==> src/sv/dveh_pkg.sv <==
// shared types and constants of the distinct value event histogram
package dveh_pkg;

  localparam int unsigned NUM_SIDES_DEF   = 4;
  localparam int unsigned NUM_BUCKETS_DEF = 8;

  localparam int unsigned OP_W     = 2;
  localparam int unsigned SIDE_W   = 3;
  localparam int unsigned VALUE_W  = 32;
  localparam int unsigned SLOT_W   = 3;
  localparam int unsigned STATUS_W = 3;
  localparam int unsigned CNT32_W  = 32;
  localparam int unsigned USED_W   = 4;
  localparam int unsigned SIDE_OUTS = 4;

  localparam int unsigned IN_DATA_W  = 40;
  localparam int unsigned OUT_DATA_W = 232;

  typedef enum logic [OP_W-1:0] {
    OP_CLEAR  = 2'd0,
    OP_RECORD = 2'd1,
    OP_READ   = 2'd2,
    OP_NONE   = 2'd3
  } op_e;

  typedef enum logic [STATUS_W-1:0] {
    STAT_CLEARED = 3'd0,
    STAT_HIT     = 3'd1,
    STAT_NEW     = 3'd2,
    STAT_DROPPED = 3'd3,
    STAT_READ    = 3'd4
  } status_e;

  // update request to the event counters
  typedef struct packed {
    logic              clear;
    logic              record;
    logic [SIDE_W-1:0] side;
  } stats_cmd_t;

endpackage

==> src/sv/dveh_bucket_ram.sv <==
// bucket table memory: one write port, one read port with registered data
module dveh_bucket_ram #(
  parameter int unsigned DEPTH = 8,
  parameter int unsigned AW    = 3,
  parameter int unsigned DW    = 64
) (
  input  logic          clk_i,
  input  logic          we_i,
  input  logic [AW-1:0] waddr_i,
  input  logic [DW-1:0] wdata_i,
  input  logic          re_i,
  input  logic [AW-1:0] raddr_i,
  output logic [DW-1:0] rdata_o
);

  logic [DW-1:0] mem_q [DEPTH];
  logic [DW-1:0] rdata_q;

  always_ff @(posedge clk_i) begin
    if (we_i) begin
      mem_q[waddr_i] <= wdata_i;
    end
  end

  always_ff @(posedge clk_i) begin
    if (re_i) begin
      rdata_q <= mem_q[raddr_i];
    end
  end

  assign rdata_o = rdata_q;

endmodule

==> src/sv/dveh_stats.sv <==
// total and per-side event counters
module dveh_stats
  import dveh_pkg::*;
#(
  parameter int unsigned NUM_SIDES = NUM_SIDES_DEF
) (
  input  logic               clk_i,
  input  logic               rst_ni,
  input  stats_cmd_t         cmd_i,
  output logic [CNT32_W-1:0] total_o,
  output logic [CNT32_W-1:0] side_o [SIDE_OUTS]
);

  localparam int unsigned SIDX_W = (NUM_SIDES > 1) ? $clog2(NUM_SIDES) : 1;

  logic [CNT32_W-1:0] total_q;
  logic [CNT32_W-1:0] side_q [NUM_SIDES];
  logic               side_known;
  logic [SIDX_W-1:0]  side_idx;

  assign side_known = 32'(cmd_i.side) < NUM_SIDES;
  assign side_idx   = SIDX_W'(cmd_i.side);

  always_ff @(posedge clk_i or negedge rst_ni) begin
    if (!rst_ni) begin
      total_q <= '0;
      for (int i = 0; i < NUM_SIDES; i++) side_q[i] <= '0;
    end else if (cmd_i.clear) begin
      total_q <= '0;
      for (int i = 0; i < NUM_SIDES; i++) side_q[i] <= '0;
    end else if (cmd_i.record) begin
      total_q <= total_q + 1'b1;
      if (side_known) begin
        side_q[side_idx] <= side_q[side_idx] + 1'b1;
      end
    end
  end

  assign total_o = total_q;

  for (genvar j = 0; j < SIDE_OUTS; j++) begin : g_side_out
    if (j < NUM_SIDES) begin : g_real
      assign side_o[j] = side_q[j];
    end else begin : g_none
      assign side_o[j] = '0;
    end
  end

endmodule

==> src/sv/distinct_value_event_histogram.sv <==
// top level: op sequencer over the bucket memory, counters and result register
//
// channel   dir  tuser         tdata
// s_axis    in   op            side, event_value, read_slot
// m_axis    out  status        slot .. side3_events
//
// a clear, a record into an empty table and a read of an unused bucket go from idle straight
// to the result state; a read of a used bucket passes through the read-wait state first; any
// other record scans the buckets in use from slot 0 until a hit or the last one in use.
// one op is in work at a time; the next is accepted the cycle after the result enters
// the output register, which may wait on m_axis_tready.
// reset empties the table by zeroing the fill count; entries above it read as zero.
module distinct_value_event_histogram
  import dveh_pkg::*;
#(
  parameter int unsigned NUM_SIDES   = NUM_SIDES_DEF,
  parameter int unsigned NUM_BUCKETS = NUM_BUCKETS_DEF
) (
  input  logic                  clk_i,
  input  logic                  rst_ni,
  input  logic                  s_axis_tvalid,
  output logic                  s_axis_tready,
  input  logic [OP_W-1:0]       s_axis_tuser,  // op
  input  logic [IN_DATA_W-1:0]  s_axis_tdata,  // side, event_value, read_slot, zero pad
  output logic                  m_axis_tvalid,
  input  logic                  m_axis_tready,
  output logic [STATUS_W-1:0]   m_axis_tuser,  // status
  output logic [OUT_DATA_W-1:0] m_axis_tdata   // slot, entry_valid, entry_key, entry_count,
                                               // total_events, buckets_used, side0..3_events
);

  localparam int unsigned IDX_W = (NUM_BUCKETS > 1) ? $clog2(NUM_BUCKETS) : 1;
  localparam int unsigned CNT_W = $clog2(NUM_BUCKETS + 1);
  localparam int unsigned MEM_W = VALUE_W + CNT32_W;

  typedef enum logic [1:0] {
    ST_IDLE,
    ST_SCAN,
    ST_RDWAIT,
    ST_RESULT
  } state_e;

  state_e               state_q;
  logic [IDX_W-1:0]     idx_q;
  logic [CNT_W-1:0]     used_q;
  logic [VALUE_W-1:0]   val_q;
  status_e              res_status_q;
  logic [SLOT_W-1:0]    res_slot_q;
  logic                 res_valid_q;
  logic [VALUE_W-1:0]   res_key_q;
  logic [CNT32_W-1:0]   res_count_q;
  logic                 m_valid_q;
  logic [STATUS_W-1:0]  m_user_q;
  logic [OUT_DATA_W-1:0] m_data_q;

  logic [SIDE_W-1:0]    in_side;
  logic [VALUE_W-1:0]   in_value;
  logic [SLOT_W-1:0]    in_rslot;
  op_e                  in_op;
  logic                 accept;

  logic                 ram_we, ram_re;
  logic [IDX_W-1:0]     ram_waddr, ram_raddr;
  logic [MEM_W-1:0]     ram_wdata, ram_rdata;
  logic [VALUE_W-1:0]   rd_key;
  logic [CNT32_W-1:0]   rd_count;
  logic                 hit, last, has_room, slot_ok, out_load;

  stats_cmd_t           stats_cmd;
  logic [CNT32_W-1:0]   total;
  logic [CNT32_W-1:0]   side_cnt [SIDE_OUTS];

  assign in_op    = op_e'(s_axis_tuser);
  assign in_side  = s_axis_tdata[2:0];
  assign in_value = s_axis_tdata[34:3];
  assign in_rslot = s_axis_tdata[37:35];

  assign s_axis_tready = (state_q == ST_IDLE);
  assign accept        = s_axis_tvalid && s_axis_tready;

  assign rd_key   = ram_rdata[MEM_W-1:CNT32_W];
  assign rd_count = ram_rdata[CNT32_W-1:0];
  assign hit      = (rd_key == val_q);
  assign last     = (CNT_W'(idx_q) + 1'b1) == used_q;
  assign has_room = 32'(used_q) < NUM_BUCKETS;
  assign slot_ok  = 32'(in_rslot) < 32'(used_q);
  assign out_load = (state_q == ST_RESULT) && (!m_valid_q || m_axis_tready);

  always_comb begin
    ram_we    = 1'b0;
    ram_waddr = idx_q;
    ram_wdata = {rd_key, rd_count + 1'b1};
    ram_re    = 1'b0;
    ram_raddr = '0;
    stats_cmd = '{clear: 1'b0, record: 1'b0, side: in_side};
    case (state_q)
      ST_IDLE: begin
        if (accept) begin
          stats_cmd.clear  = (in_op == OP_CLEAR);
          stats_cmd.record = (in_op == OP_RECORD);
          if (in_op == OP_RECORD) begin
            if (used_q == '0) begin
              // empty table: first value fills bucket 0 at once
              ram_we    = 1'b1;
              ram_waddr = '0;
              ram_wdata = {in_value, CNT32_W'(1)};
            end else begin
              ram_re = 1'b1;
            end
          end else if (in_op == OP_READ && slot_ok) begin
            ram_re    = 1'b1;
            ram_raddr = IDX_W'(in_rslot);
          end
        end
      end
      ST_SCAN: begin
        if (hit) begin
          ram_we = 1'b1;
        end else if (!last) begin
          ram_re    = 1'b1;
          ram_raddr = idx_q + 1'b1;
        end else if (has_room) begin
          ram_we    = 1'b1;
          ram_waddr = IDX_W'(used_q);
          ram_wdata = {val_q, CNT32_W'(1)};
        end
      end
      default: ;
    endcase
  end

  always_ff @(posedge clk_i or negedge rst_ni) begin
    if (!rst_ni) begin
      state_q      <= ST_IDLE;
      idx_q        <= '0;
      used_q       <= '0;
      val_q        <= '0;
      res_status_q <= STAT_CLEARED;
      res_slot_q   <= '0;
      res_valid_q  <= 1'b0;
      res_key_q    <= '0;
      res_count_q  <= '0;
      m_valid_q    <= 1'b0;
      m_user_q     <= '0;
      m_data_q     <= '0;
    end else begin
      if (m_valid_q && m_axis_tready && !out_load) m_valid_q <= 1'b0;
      case (state_q)
        ST_IDLE: begin
          if (accept) begin
            val_q <= in_value;
            idx_q <= '0;
            case (in_op)
              OP_CLEAR: begin
                used_q       <= '0;
                res_status_q <= STAT_CLEARED;
                res_slot_q   <= '0;
                res_valid_q  <= 1'b0;
                res_key_q    <= '0;
                res_count_q  <= '0;
                state_q      <= ST_RESULT;
              end
              OP_RECORD: begin
                if (used_q == '0) begin
                  used_q       <= CNT_W'(1);
                  res_status_q <= STAT_NEW;
                  res_slot_q   <= '0;
                  res_valid_q  <= 1'b1;
                  res_key_q    <= in_value;
                  res_count_q  <= CNT32_W'(1);
                  state_q      <= ST_RESULT;
                end else begin
                  state_q <= ST_SCAN;
                end
              end
              OP_READ: begin
                res_status_q <= STAT_READ;
                res_slot_q   <= in_rslot;
                if (slot_ok) begin
                  state_q <= ST_RDWAIT;
                end else begin
                  // unused or out-of-range bucket reads as empty
                  res_valid_q <= 1'b0;
                  res_key_q   <= '0;
                  res_count_q <= '0;
                  state_q     <= ST_RESULT;
                end
              end
              default: ;
            endcase
          end
        end
        ST_SCAN: begin
          if (hit) begin
            res_status_q <= STAT_HIT;
            res_slot_q   <= SLOT_W'(idx_q);
            res_valid_q  <= 1'b1;
            res_key_q    <= rd_key;
            res_count_q  <= rd_count + 1'b1;
            state_q      <= ST_RESULT;
          end else if (!last) begin
            idx_q <= idx_q + 1'b1;
          end else if (has_room) begin
            res_status_q <= STAT_NEW;
            res_slot_q   <= SLOT_W'(used_q);
            res_valid_q  <= 1'b1;
            res_key_q    <= val_q;
            res_count_q  <= CNT32_W'(1);
            used_q       <= used_q + 1'b1;
            state_q      <= ST_RESULT;
          end else begin
            res_status_q <= STAT_DROPPED;
            res_slot_q   <= '0;
            res_valid_q  <= 1'b0;
            res_key_q    <= '0;
            res_count_q  <= '0;
            state_q      <= ST_RESULT;
          end
        end
        ST_RDWAIT: begin
          res_valid_q <= 1'b1;
          res_key_q   <= rd_key;
          res_count_q <= rd_count;
          state_q     <= ST_RESULT;
        end
        ST_RESULT: begin
          if (out_load) begin
            m_valid_q <= 1'b1;
            m_user_q  <= res_status_q;
            m_data_q  <= {side_cnt[3], side_cnt[2], side_cnt[1], side_cnt[0],
                          USED_W'(used_q), total, res_count_q, res_key_q,
                          res_valid_q, res_slot_q};
            state_q   <= ST_IDLE;
          end
        end
        default: state_q <= ST_IDLE;
      endcase
    end
  end

  assign m_axis_tvalid = m_valid_q;
  assign m_axis_tuser  = m_user_q;
  assign m_axis_tdata  = m_data_q;

  dveh_bucket_ram #(
    .DEPTH (NUM_BUCKETS),
    .AW    (IDX_W),
    .DW    (MEM_W)
  ) u_ram (
    .clk_i   (clk_i),
    .we_i    (ram_we),
    .waddr_i (ram_waddr),
    .wdata_i (ram_wdata),
    .re_i    (ram_re),
    .raddr_i (ram_raddr),
    .rdata_o (ram_rdata)
  );

  dveh_stats #(
    .NUM_SIDES (NUM_SIDES)
  ) u_stats (
    .clk_i   (clk_i),
    .rst_ni  (rst_ni),
    .cmd_i   (stats_cmd),
    .total_o (total),
    .side_o  (side_cnt)
  );

  a_used_bound: assert property (@(posedge clk_i) disable iff (!rst_ni)
    32'(used_q) <= NUM_BUCKETS)
    else $error("bucket fill count beyond table size");

  a_clear_empties: assert property (@(posedge clk_i) disable iff (!rst_ni)
    (accept && in_op == OP_CLEAR) |=> (used_q == '0 && total == '0))
    else $error("clear left statistics behind");

  a_write_ends_op: assert property (@(posedge clk_i) disable iff (!rst_ni)
    ram_we |=> (state_q == ST_RESULT))
    else $error("bucket write not followed by result");

  a_new_count_one: assert property (@(posedge clk_i) disable iff (!rst_ni)
    (out_load && res_status_q == STAT_NEW) |-> (res_count_q == CNT32_W'(1) && res_valid_q))
    else $error("new bucket result malformed");

endmodule

==> config.mk <==
export PLATFORM = sky130hd
export DESIGN_NAME = distinct_value_event_histogram
export DESIGN_NICKNAME = d
export VERILOG_FILES = /design/src/sv/dveh_pkg.sv /design/src/sv/dveh_bucket_ram.sv /design/src/sv/dveh_stats.sv /design/src/sv/distinct_value_event_histogram.sv
export SDC_FILE = /design/constraint.sdc
export NUM_CORES = 2
export LEC_CHECK = 0
export BUFFER_PORTS_ARGS = -buffer_cell sky130_fd_sc_hd__buf_2
export CAP_MARGIN = 20
export CORE_MARGIN = 2
export CORE_UTILIZATION = 50
export CTS_BUF_LIST = sky130_fd_sc_hd__clkbuf_8 sky130_fd_sc_hd__clkbuf_16
export CTS_CLUSTER_DIAMETER = 80
export DETAILED_ROUTE_END_ITERATION = 10
export PLACE_DENSITY = 0.69
export SLEW_MARGIN = 20
export SYNTH_ARGS = -nofsm -noshare
export SYNTH_HDL_FRONTEND = slang
export SYNTH_SLANG_ARGS = --single-unit
==> constraint.sdc <==
create_clock -name clk_i -period 17.1 [get_ports clk_i]
set_input_delay 3.42 -clock clk_i [delete_from_list [all_inputs] [get_ports clk_i]]
set_output_delay 3.42 -clock clk_i [all_outputs]
set_load 0.02 [all_outputs]
Word level (Yosys, flattened, before mapping)
Memory sizes are Yosys's and may differ from the RTL's. A register that Yosys moved wholly into a read port is not among the register bits.
Cells that the tools add are included.
Widths: inputs -> output; s select.
{ "totals": {"mem_bits_rw": 512, "wordCells": 179, "output_inout_bits": 237, "memories": 1, "regBits": 508, "inputBits": 46} }
{ "mem_list": {"columns": ["name", "depth", "width", "rd", "rd_clocked_by_memory_dff", "wr", "line", "text"], "rows": [
  ["u_ram.mem_q", 8, 64, 1, 1, 1, "dveh_bucket_ram.sv:16", "logic [DW-1:0] mem_q [DEPTH];"]
]} }
{ "classes": {"n_reduce_logical": 24, "bitwise_logic": 1, "magnitude_cmp": 5, "n_eq_ne": 18, "n_addsub": 6, "muxes": 107} }
{ "op_table": {"columns": ["op", "count"], "rows": [
  ["$mux 32", 15],
  ["$mux 128", 3],
  ["$mux 64", 6],
  ["$pmux 32 s3", 4],
  ["$bwmux 128", 1],
  ["$pmux 64 s2", 1],
  ["$add 32x1->32 const B", 3],
  ["$mux 3", 23],
  ["$bmux 32 s2", 1],
  ["$demux 32 s2", 1],
  ["$eq 32x32->1", 1],
  ["$pmux 3 s2", 5],
  ["$mux 1", 25],
  ["$mux 4", 5],
  ["$pmux 3 s3", 2],
  ["$pmux 4 s2", 2],
  ["$mux 2", 7],
  ["$ne 2x2->1 const B", 5],
  ["$pmux 2 s4", 1],
  ["$reduce_and 4->1", 2],
  ["$reduce_and 7->1", 1],
  ["$eq 2x2->1 const B", 3],
  ["$logic_and 1x1->1", 6],
  ["$ne 3x3->1 const B", 2],
  ["other kinds (27)", 36]
]} }

Depth between registers and ports, before layout
{ "logic_depth": {"ltp_word": 9, "mapped_depth": 13, "mapped_depth_nobuf": 9} }

Hierarchy
From an unflattened synthesis, not the netlist that was laid out.
{ "unflattened": {"cells_unflattened": 3158, "area_unflattened_um2": 46393.2} }
{ "by_module_without_submodules": {"columns": ["module", "area_per_inst_um2", "seq_area_each_um2", "n_inst", "cells_each"], "rows": [
  ["dveh_bucket_ram", 21187.8, 17296.6, 1, 816],
  ["distinct_value_event_histogram", 17670.7, 8708.4, 1, 1633],
  ["dveh_stats", 7534.7, 4003.8, 1, 709]
]} }

Worst setup path before layout
Ideal clock, no wire load.
{ "synth_timing": {"path_type": "input port to flip-flop", "startpoint": "in s_axis_tuser[1]", "endpoint": "mem u_ram.mem_q[4][0] (enable)", "setup_slack_ps": 6882, "t_arrival_ps": 9653, "path_buffers": 1, "setup_time_ps": 565, "path_stages": 9, "required_time_ps": 16535, "cell_sequence": "inv_1 -> ha_1 -> clkbuf_1 -> nand2_1 -> nor2_1 -> nor2_1 -> and2_1 -> or4b_2 -> nor3_1"} }
{ "synth_between": {"elab_chain_cells": 6, "word_cells_on_any_way": 9, "classes_between": "eq/ne (1); mux (8)"} }
{ "synth_rtl": {"columns": ["item", "line", "text"], "rows": [
  ["from (decl)", "distinct_value_event_histogram.sv:23", "input logic [OP_W-1:0] s_axis_tuser,"],
  ["$eq 2x1->1 *", "distinct_value_event_histogram.sv:101", "if (in_op == OP_RECORD) begin"],
  ["$mux 1", "distinct_value_event_histogram.sv:101", null],
  ["$mux 1", "distinct_value_event_histogram.sv:98", "if (accept) begin"],
  ["$pmux 1 s2", "distinct_value_event_histogram.sv:96", "case (state_q)"],
  ["$mux 1", "dveh_bucket_ram.sv:20", "if (we_i) begin"],
  ["$mux 1 (implied by the code)", "dveh_bucket_ram.sv:21", "mem_q[waddr_i] <= wdata_i;"],
  ["to (decl)", "dveh_bucket_ram.sv:16", null]
]} }
Mark *: on every way between the ends. The rest lies on a longest branch, timed or not.

Final worst setup path
{ "layout_timing": {"startpoint": "in s_axis_tvalid", "endpoint": "reg u_ram.rdata_q[12], in the netlist u_ram.rdata_o[12] (read register of u_ram.mem_q) (data pin)"} }
{ "layout_between": {"elab_chain_cells": 3, "word_cells_on_any_way": 5, "classes_between": "mux (4); reduce/logical (1)"} }
{ "layout_rtl": {"columns": ["item", "line", "text"], "rows": [
  ["from (decl)", "distinct_value_event_histogram.sv:21", "input logic s_axis_tvalid,"],
  ["$logic_and 1x1->1 *", "distinct_value_event_histogram.sv:79", "assign accept = s_axis_tvalid && s_axis_tready;"],
  ["$mux 3 or $mux 1 (tied branches)", "distinct_value_event_histogram.sv:98", null],
  ["$pmux 3 s2 or $pmux 1 s2 (tied branches)", "distinct_value_event_histogram.sv:96", null],
  ["to (decl)", "dveh_bucket_ram.sv:17", "logic [DW-1:0] rdata_q;"]
]} }
Marks and branches as above.
A chain may end at the register's enable or synchronous reset.

==> flow_metrics.env <==
export IMPL_worstMarginPinSlew_ns=1.17
export IMPL_cp_slowest_cell="buf_4"
export IMPL_syn_to_final_growth_pct=13.0
export IMPL_synth_common_cells="edfxtp_1 (576), dfrtp_1 (508), nand2_1 (355)"
export IMPL_gp_congestion=0.801
export IMPL_clk_pin_slew_ns=0.06
export IMPL_dp_cells=4700
export IMPL_hold_violations=0
export IMPL_fin_crit_ns=7.56
export IMPL_final_max_slew_violation_count=0
export IMPL_synth_area_leaders="edfxtp_1 (38%), dfrtp_1 (28%), mux2_2 (5.8%)"
export IMPL_port_buffers=280
export IMPL_worstPathMaxFanout=68
export IMPL_ys_warn_count=0
export IMPL_firstDrtPassIters=6
export IMPL_dieWidth_um=307
export IMPL_clk_latency_ns=0.67
export IMPL_critical_path_class="in2reg"
export IMPL_setup_viol=0
export IMPL_layout_area_seq_um2=30000
export IMPL_status="completed"
export IMPL_netlist_area_um2=45800
export IMPL_grt_max_degree=127
export IMPL_p_leak_nw=21.2
export IMPL_slew_headroom_pct=21.2
export IMPL_fin_area_um2=51800
export IMPL_worstPathCellList="buf_2, and2_2, buf_4, nand3_1, a21oi_1, nand2_4, nand2_4, buf_4, buf_4, a211oi_1, a2111oi_1"
export IMPL_synth_edf_count=576
export IMPL_netlist_top_cell_by_area="edfxtp_1"
export IMPL_timing_fmax_ghz=0.132
export IMPL_setup_tns_ns=0
export IMPL_grt_pass1_vias=29700
export IMPL_cpPeakStageDelay_ns=0.79
export IMPL_io_pin_count=283
export IMPL_initial_utilization_pct=50.2
export IMPL_avgSynthCellArea_um2=13.4
export IMPL_synth_seq_area_share_pct=65.5
export IMPL_htreeDepth=3
export IMPL_rsz0062_at_grt="no"
export IMPL_clock_sinks=1084
export IMPL_grt_pass1_wl_um=184000
export IMPL_drtIter0Drc=3197
export IMPL_dpl_cell_area_um2=48300
export IMPL_fin_total_pwr_mw=8.75
export IMPL_cp_required_ns=17.55
export IMPL_cpMostUsedCell="buf_4"
export IMPL_cts_max_path_buffers=3
export IMPL_cts_root_buf="clkbuf_16"
export IMPL_rows=111
export IMPL_synth_main_ff_cell="edfxtp_1"
export IMPL_dp_hpwl_um=70400
export IMPL_drt_wl_total_um=122000
export IMPL_fin_skew_ns=0.0317
export IMPL_synth_top_area_share_pct=37.7
export IMPL_grt_overflow=0
export IMPL_nets=3684
export IMPL_hold_class="reg2reg"
export IMPL_yosysMostFrequentCell="edfxtp_1"
export IMPL_synth_seq_cells=1084
export IMPL_multi_input_area_um2=14900
export IMPL_crit_arrival_ns=8.01
export IMPL_cts_tree="yes"
export IMPL_die_h_um=307
export IMPL_layout_drive_gt1_share_pct=22.2
export IMPL_post_cts_buffers=0
export IMPL_fillers=7335
export IMPL_routedWlPerCell_um=24.8
export IMPL_track_usage_pct=25.6
export IMPL_final_period_utilization_pct=44.2
export IMPL_synth_cell_types=67
export IMPL_viasPerCell=6.19
export IMPL_cts_buffers=103
export IMPL_antenna_found_initial=6
export IMPL_worst_setup_path_end_kind="flop"
export IMPL_powerDensity_nw_per_um2=169
export IMPL_crit_path_start_kind="input pin"
export IMPL_instances_no_fill=4894
export IMPL_drc=0
export IMPL_max_cap_violations=0
export IMPL_whs_ns=0.475
export IMPL_synthArstFlopShare_pct=46.9
export IMPL_ant_nets=0
export IMPL_post_cts_resized=0
export IMPL_ir_drop_mv=0.238
export IMPL_die_area_um2=94100
export IMPL_fp_coreArea_um2=91200
export IMPL_postCtsHoldBufs=0
export IMPL_synthCells=3418
export IMPL_routed_via_count=30300
export IMPL_syn_nets=3481
## per-stage QoR
step	setup WS, ns	utilization (%)
floorplan	6.88	-
global placement	8.86	53.0
detailed placement	8.88	53.0
CTS	9.56	56.7
global route	9.23	56.8
finish	9.54	56.8
## kinds of logic after synthesis
family | synth area share, %
buffers and inverters | 2.46
XOR/XNOR | 2.25
multiplexers | 9.51
adder cells (fa/ha/maj) | 0.464
flip-flops | 65.5
AO/OA/AOI/OAI | 10.4
AND/OR/NAND/NOR | 9.42
## per-layer routing
metal | vias up | GRT usage, % | routed length (µm)
met1 | 15400 | 34.8 | 49900
met2 | 1295 | 41.7 | 58000
met3 | 219 | 4.62 | 9770
li1 | 13400 | - | -
met5 | - | 0 | 43
met4 | 6 | 8.82 | 3760
## cell type report
cell class | instances | area share [%]
flip-flops and latches | 1084 | 57.9
multi-input cells | 2058 | 28.7
clock buffers | 123 | 5.62
repair buffers | 344 | 3.75
well taps | 1186 | 2.87
clock inverters | 67 | 0.923
inverters | 30 | 0.217
diodes | 2 | 0.00966
## flip-flops by register name, indices dropped and copies added (netlist names)
name / flops
u_ram.mem_q: 512
m_axis_tdata: 232
u_stats.side_o: 128
u_ram.rdata_o: 64
res_count_q: 32
res_key_q: 32
u_stats.total_o: 32
val_q: 32
used_q: 4
idx_q: 3
m_axis_tuser: 3
res_slot_q: 3
res_status_q: 3
state_q: 2
m_axis_tvalid: 1
res_valid_q: 1
## placed cells by master (no fill, tap or decap), types with 52 or more instances in the layout
cell,instances
a2111oi_0,68
dfrtp_1,508
edfxtp_1,576
buf_4,61
inv_1,52
nand2_1,345
o21ai_0,213
buf_2,279
a22oi_1,65
a211oi_1,129
nor2_1,102
mux2_2,237
mux2i_1,97
xor2_1,72
and3_1,207
nand3_1,73
a2111oi_1,55
clkbuf_16,108
## worst paths after layout
| path | startpoint | endpoint | slack (ns) | cells past startpoint |
|---|---|---|---|---|
| min | res_count_q[2] | res_count_q[2] | 0.47 | 2 |
| max reg2reg | state_q[1] | u_ram.rdata_o[12] | 11.43 | 12 |
| max in group asynchronous | rst_ni | val_q[26] | 11.98 | 3 |
| min reg2reg | res_count_q[2] | res_count_q[2] | 0.47 | 2 |
| min in group asynchronous | rst_ni | u_stats.side_o[111] | 2.86 | 1 |
| max | s_axis_tvalid | u_ram.rdata_o[12] | 9.54 | 11 |
## critical path, delay by kind of cell
kind                   cells  cell delay [ns]
buffers and inverters      4             2.10
AOI/OAI and AO/OA          3             0.96
and+or+nand+nor            4             1.43
## power by group
group          switching, mW  internal (mW)
Combinational           1.84          0.857
Clock                  0.972           1.29
Sequential             0.288           3.50
Power figures use the tool's default switching activity.
